==> src/rtl/psd_pkg.sv <==
// Shared constants and types for the point/segment distance core.
// No dependencies.
`timescale 1ns / 1ps
`default_nettype none

package psd_pkg;

  localparam int COORD_BITS_DEF = 16;
  localparam int FRAC_BITS_DEF  = 8;

  localparam int DIST_W = 25;
  localparam int KIND_W = 2;

  // default-configuration widths for the divider and root units
  localparam int DEN_W_DEF  = 2 * COORD_BITS_DEF + 2;
  localparam int QUO_W_DEF  = DEN_W_DEF + 2 * FRAC_BITS_DEF;
  localparam int NUM_W_DEF  = 2 * (2 * COORD_BITS_DEF + 3) + 2 + 2 * FRAC_BITS_DEF;
  localparam int ROOT_W_DEF = COORD_BITS_DEF + 2 + FRAC_BITS_DEF;

  typedef enum logic [KIND_W-1:0] {
    KIND_PERP  = 2'd0,
    KIND_END   = 2'd1,
    KIND_DEGEN = 2'd2
  } case_kind_e;

endpackage

`default_nettype wire

==> src/rtl/psd_sqrt_pipe.sv <==
// Pipelined integer square root, one root bit per register stage.
// Standalone; defaults from psd_pkg.
`timescale 1ns / 1ps
`default_nettype none

module psd_sqrt_pipe #(
  parameter int RAD_W  = psd_pkg::QUO_W_DEF,
  parameter int ROOT_W = psd_pkg::ROOT_W_DEF,
  parameter int SIDE_W = 2
) (
  input  logic              clk_i,
  input  logic              rst_ni,
  input  logic              en_i,
  input  logic              valid_i,
  input  logic [RAD_W-1:0]  rad_i,
  input  logic [SIDE_W-1:0] side_i,
  output logic              valid_o,
  output logic [ROOT_W-1:0] root_o,
  output logic [SIDE_W-1:0] side_o
);

  localparam int SQ_W = 2 * ROOT_W;

  logic [ROOT_W-1:0] r_q    [ROOT_W];
  logic [SQ_W-1:0]   sq_q   [ROOT_W];
  logic [RAD_W-1:0]  rad_q  [ROOT_W];
  logic [SIDE_W-1:0] side_q [ROOT_W];
  logic              vld_q  [ROOT_W];

  for (genvar k = 0; k < ROOT_W; k++) begin : g_step
    localparam int B = ROOT_W - 1 - k;
    logic [ROOT_W-1:0] r_in;
    logic [SQ_W-1:0]   sq_in, trial;
    logic [RAD_W-1:0]  rad_in;
    logic [SIDE_W-1:0] side_in;
    logic              vld_in, ok;

    if (k == 0) begin : g_first
      assign r_in    = '0;
      assign sq_in   = '0;
      assign rad_in  = rad_i;
      assign side_in = side_i;
      assign vld_in  = valid_i;
    end else begin : g_next
      assign r_in    = r_q[k-1];
      assign sq_in   = sq_q[k-1];
      assign rad_in  = rad_q[k-1];
      assign side_in = side_q[k-1];
      assign vld_in  = vld_q[k-1];
    end

    // (r + 2^B)^2 from the running square
    assign trial = sq_in + (SQ_W'(r_in) << (B + 1)) + (SQ_W'(1) << (2 * B));
    assign ok    = (trial <= SQ_W'(rad_in));

    always_ff @(posedge clk_i or negedge rst_ni) begin
      if (!rst_ni) begin
        vld_q[k] <= 1'b0;
      end else if (en_i) begin
        vld_q[k] <= vld_in;
      end
    end

    always_ff @(posedge clk_i) begin
      if (en_i) begin
        r_q[k]    <= ok ? (r_in | (ROOT_W'(1) << B)) : r_in;
        sq_q[k]   <= ok ? trial : sq_in;
        rad_q[k]  <= rad_in;
        side_q[k] <= side_in;
      end
    end
  end

  assign valid_o = vld_q[ROOT_W-1];
  assign root_o  = r_q[ROOT_W-1];
  assign side_o  = side_q[ROOT_W-1];

endmodule

`default_nettype wire

==> config.mk <==
export PLATFORM = sky130hd
export DESIGN_NAME = psd_sqrt_pipe
export DESIGN_NICKNAME = d
export VERILOG_FILES = /design/src/rtl/psd_pkg.sv /design/src/rtl/psd_sqrt_pipe.sv
export SDC_FILE = /design/constraint.sdc
export NUM_CORES = 2
export LEC_CHECK = 0
export BUFFER_PORTS_ARGS = -buffer_cell sky130_fd_sc_hd__buf_2
export CAP_MARGIN = 20
export CORE_MARGIN = 2
export CORE_UTILIZATION = 66
export CTS_BUF_LIST = sky130_fd_sc_hd__clkbuf_2
export CTS_CLUSTER_DIAMETER = 100
export DETAILED_ROUTE_END_ITERATION = 10
export PLACE_DENSITY = 0.79
export SYNTH_ARGS = -nofsm -noshare
export SYNTH_HDL_FRONTEND = slang
export SYNTH_SLANG_ARGS = --single-unit
==> constraint.sdc <==
create_clock -name clk_i -period 6.8 [get_ports clk_i]
set_clock_uncertainty 0.1 [all_clocks]
set_input_delay 1.36 -clock clk_i [delete_from_list [all_inputs] [get_ports clk_i]]
set_output_delay 1.36 -clock clk_i [all_outputs]
set_load 0.03 [all_outputs]
==> impl_metrics.ini <==
[timing]
drv_slew = 0
period_minus_slack_ns = 6.63
hold_slack_ns = 0.261
tightest_slew_ns = 1.25
period_share_pct = 97.5
max_freq_ghz = 0.151
relSlewSlack_pct = 16.6
setup_viol = 0
worst_slack_ns = 0.172
hold_viol = 0

[drt]
wire_per_inst_um = 23.2
vias = 69800
drc = 0
drtIter0Drc = 6347
routed_wl_mm = 269
ant_nets = 0
first_pass_iters = 7
via_per_inst = 6.02

[setup_path]
crit_path_end_kind = register
r2r_start = r_q[2][136]$_DFFE_PP_
arrival_ns = 8.02
crit_fanout = 20
cp_slowest_cell = o41ai_2
critPathTopFamily = compound AO/OA/AOI/OAI gates
path_class = register to register
critPathLaunch = r_q[2][136]$_DFFE_PP_
reg2reg_depth = 25
crit_top_cell = buf_4
start_kind = register
ff2ff_setup_slack_ns = 0.17
crit_buf_inv = 5
path_depth = 25
crit_path_max_incr_delay_ns = 0.58
required_ns = 8.19

[placed_design]
place_congestion = 0.942
hpwl_mm = 199
port_buffers = 83
pre_cts_ws_ns = -0.103
postPlaceCellArea_um2 = 114000

[global_route]
grtUsageTotal_pct = 31.8
antenna_found_initial = 9
grt_pass1_vias = 70600
grt_pass1_wl_mm = 407
grt_max_degree = 189
overflow = 0

[power_and_ir_drop]
ir_worst_vdd_v = 0.000204
p_leak_nw = 48.1
power_density_nw_per_um2 = 275
power_w = 0.0329

[die]
dieWidth_um = 411
die_area_um2 = 169000
start_util_pct = 66.5
rows = 149
die_h_um = 411
num_io_pins = 85
coreArea_um2 = 165000

[synth]
syn_area_um2 = 110000
synthTopCellsByArea = edfxtp_1 (61%), ha_1 (9.8%), xnor2_1 (4.3%)
async_flop_share_pct = 1.16
ys_seq_elements = 2249
synthCells = 8217
synth_area_leader_cell = edfxtp_1
syn_avg_cell_area_um2 = 13.3
ys_seq_area_share_pct = 61.5
ys.flop_type = edfxtp_1
yosysUniqueCellTypes = 91
synth_warnings = 0
synth-edff-count = 2223
yosysTopAreaCellShare_pct = 60.9

[clock_network]
clk_path_buf_depth = 4
cts_tree = done
clk_latency_ns = 1.95
htreeDepth = 6
root_buffer = clkbuf_2
numCtsBuffers = 571
clk_pin_slew_ns = 0.23
clock_sinks = 2249

[cells_and_area]
multi_input_area_um2 = 39200
final_cell_mix = edfxtp_1 (2223), ha_1 (854), clkbuf_2 (800), inv_1 (690), xnor2_1 (536)
fill_cells = 11100
seqCellArea_um2 = 67400
design_area_um2 = 120000
fin_nets = 9945
final_common_cell = edfxtp_1
drive_above_1_share_pct = 14.8
syn2layout_area_growth_pct = 9.20
fin_util_pct = 72.6

[worst_hold_path]
hold_path.startpoint = rad_q[0][27]$_DFFE_PP_
holdPathStages = 0
min_path_type = register to register

[job]
maxCapViolCount = 0

[outcome]
outcome = complete, no violations
-- sequential cells by signal, indices dropped and copies added, names as in the netlist --
| register | flops |
|---|---|
| r_q | 302 |
| rad_q | 1250 |
| side_q | 52 |
| sq_q | 619 |
| g_step.vld_in | 25 |
| valid_o | 1 |
-- final cells by class --
type	instances	share of cell area (%)
clock inverter	129	0.607
clock buffer	799	3.34
tap	2189	2.29
inverter	693	2.18
timing repair buffer	333	2.40
multi-input combinational	5187	32.8
antenna	13	0.0272
sequential	2249	56.4
-- worst paths after layout --
kind	end
setup reg to reg	sq_q[2][350]$_DFFE_PP_
setup / recovery	sq_q[2][350]$_DFFE_PP_
hold / removal	rad_q[0][77]$_DFFE_PP_
hold reg to reg	rad_q[0][77]$_DFFE_PP_
max in group asynchronous	g_step[20].vld_in$_DFFE_PN0P_
min in group asynchronous	g_step[24].vld_in$_DFFE_PN0P_
-- cell usage after synthesis (10+ instances only) --
master        n
a211o_1      16
a211oi_1     72
a21boi_0     19
a21o_1      210
a21oi_1     345
a221o_1      10
a221oi_1     16
a31oi_1      36
and2_1       75
and3_1      100
and4_1       43
buf_2        23
clkbuf_1     57
dfrtp_1      26
edfxtp_1   2223
ha_1        854
inv_1       690
mux2_2      245
nand2_1     465
nand2b_1     65
nand3_1     219
nand4_1     187
nor2_1      386
nor2b_1      93
nor3_1      131
nor3b_1      13
nor4_1      144
nor4b_1      24
o2111ai_1    13
o211ai_1     34
o21a_1       58
o21ai_0     210
o21bai_1     41
o221ai_1     11
o31ai_1      26
or2_2        32
or3_1        27
or4_1        11
xnor2_1     536
xor2_1      276
-- metal layers --
metal | up-vias | wire length, um | GRT usage [%]
met3 | 639 | 16800 | 5.67
li1 | 32600 | - | -
met2 | 2579 | 135000 | 55.0
met5 | - | 19 | 0
met4 | 4 | 13700 | 15.6
met1 | 33900 | 104000 | 38.6
-- what timing repair did --
item | 4_1_cts | 5_1_grt
resized for setup | 1 | 13
setup endpoints to repair | 31 | 71
setup buffers | 0 | 1
hold buffers | 108 | 0
gates cloned | 0 | 0
pin swaps | 0 | 1
endpoints found under the hold margin | 192 | 0
-- cells by family (layout without fill, tap and decap cells) --
kind of cell / after synthesis / after routing / share of synthesized area [%]
other cells: 1 / 16 / 0.00342
compound gates: 1221 / 1221 / 7.32
flops: 2249 / 2249 / 61.5
xor+xnor: 812 / 812 / 6.49
simple gates: 2050 / 2050 / 9.62
buf+inv: 783 / 1954 / 2.74
fa+ha+maj: 854 / 854 / 9.76
mux: 247 / 247 / 2.54
-- stage by stage --
stage          setup TNS, ns  instances
2_1_floorplan              0       8219
3_3_place_gp           -1.15      10500
3_5_place_dp           -1.20      10500
6_report                   0      11600
5_1_grt              -0.0966      11600
4_1_cts                    0      11600
-- where the power goes --
group	internal [W]	switching [W]	leakage, nW	total (W)
registers	0.0165	0.000927	22.1	0.0175
logic	0.00278	0.00374	22.3	0.00652
clock network	0.00342	0.00546	3.68	0.00888
Note: power is estimated with default switching activity, not from simulation.
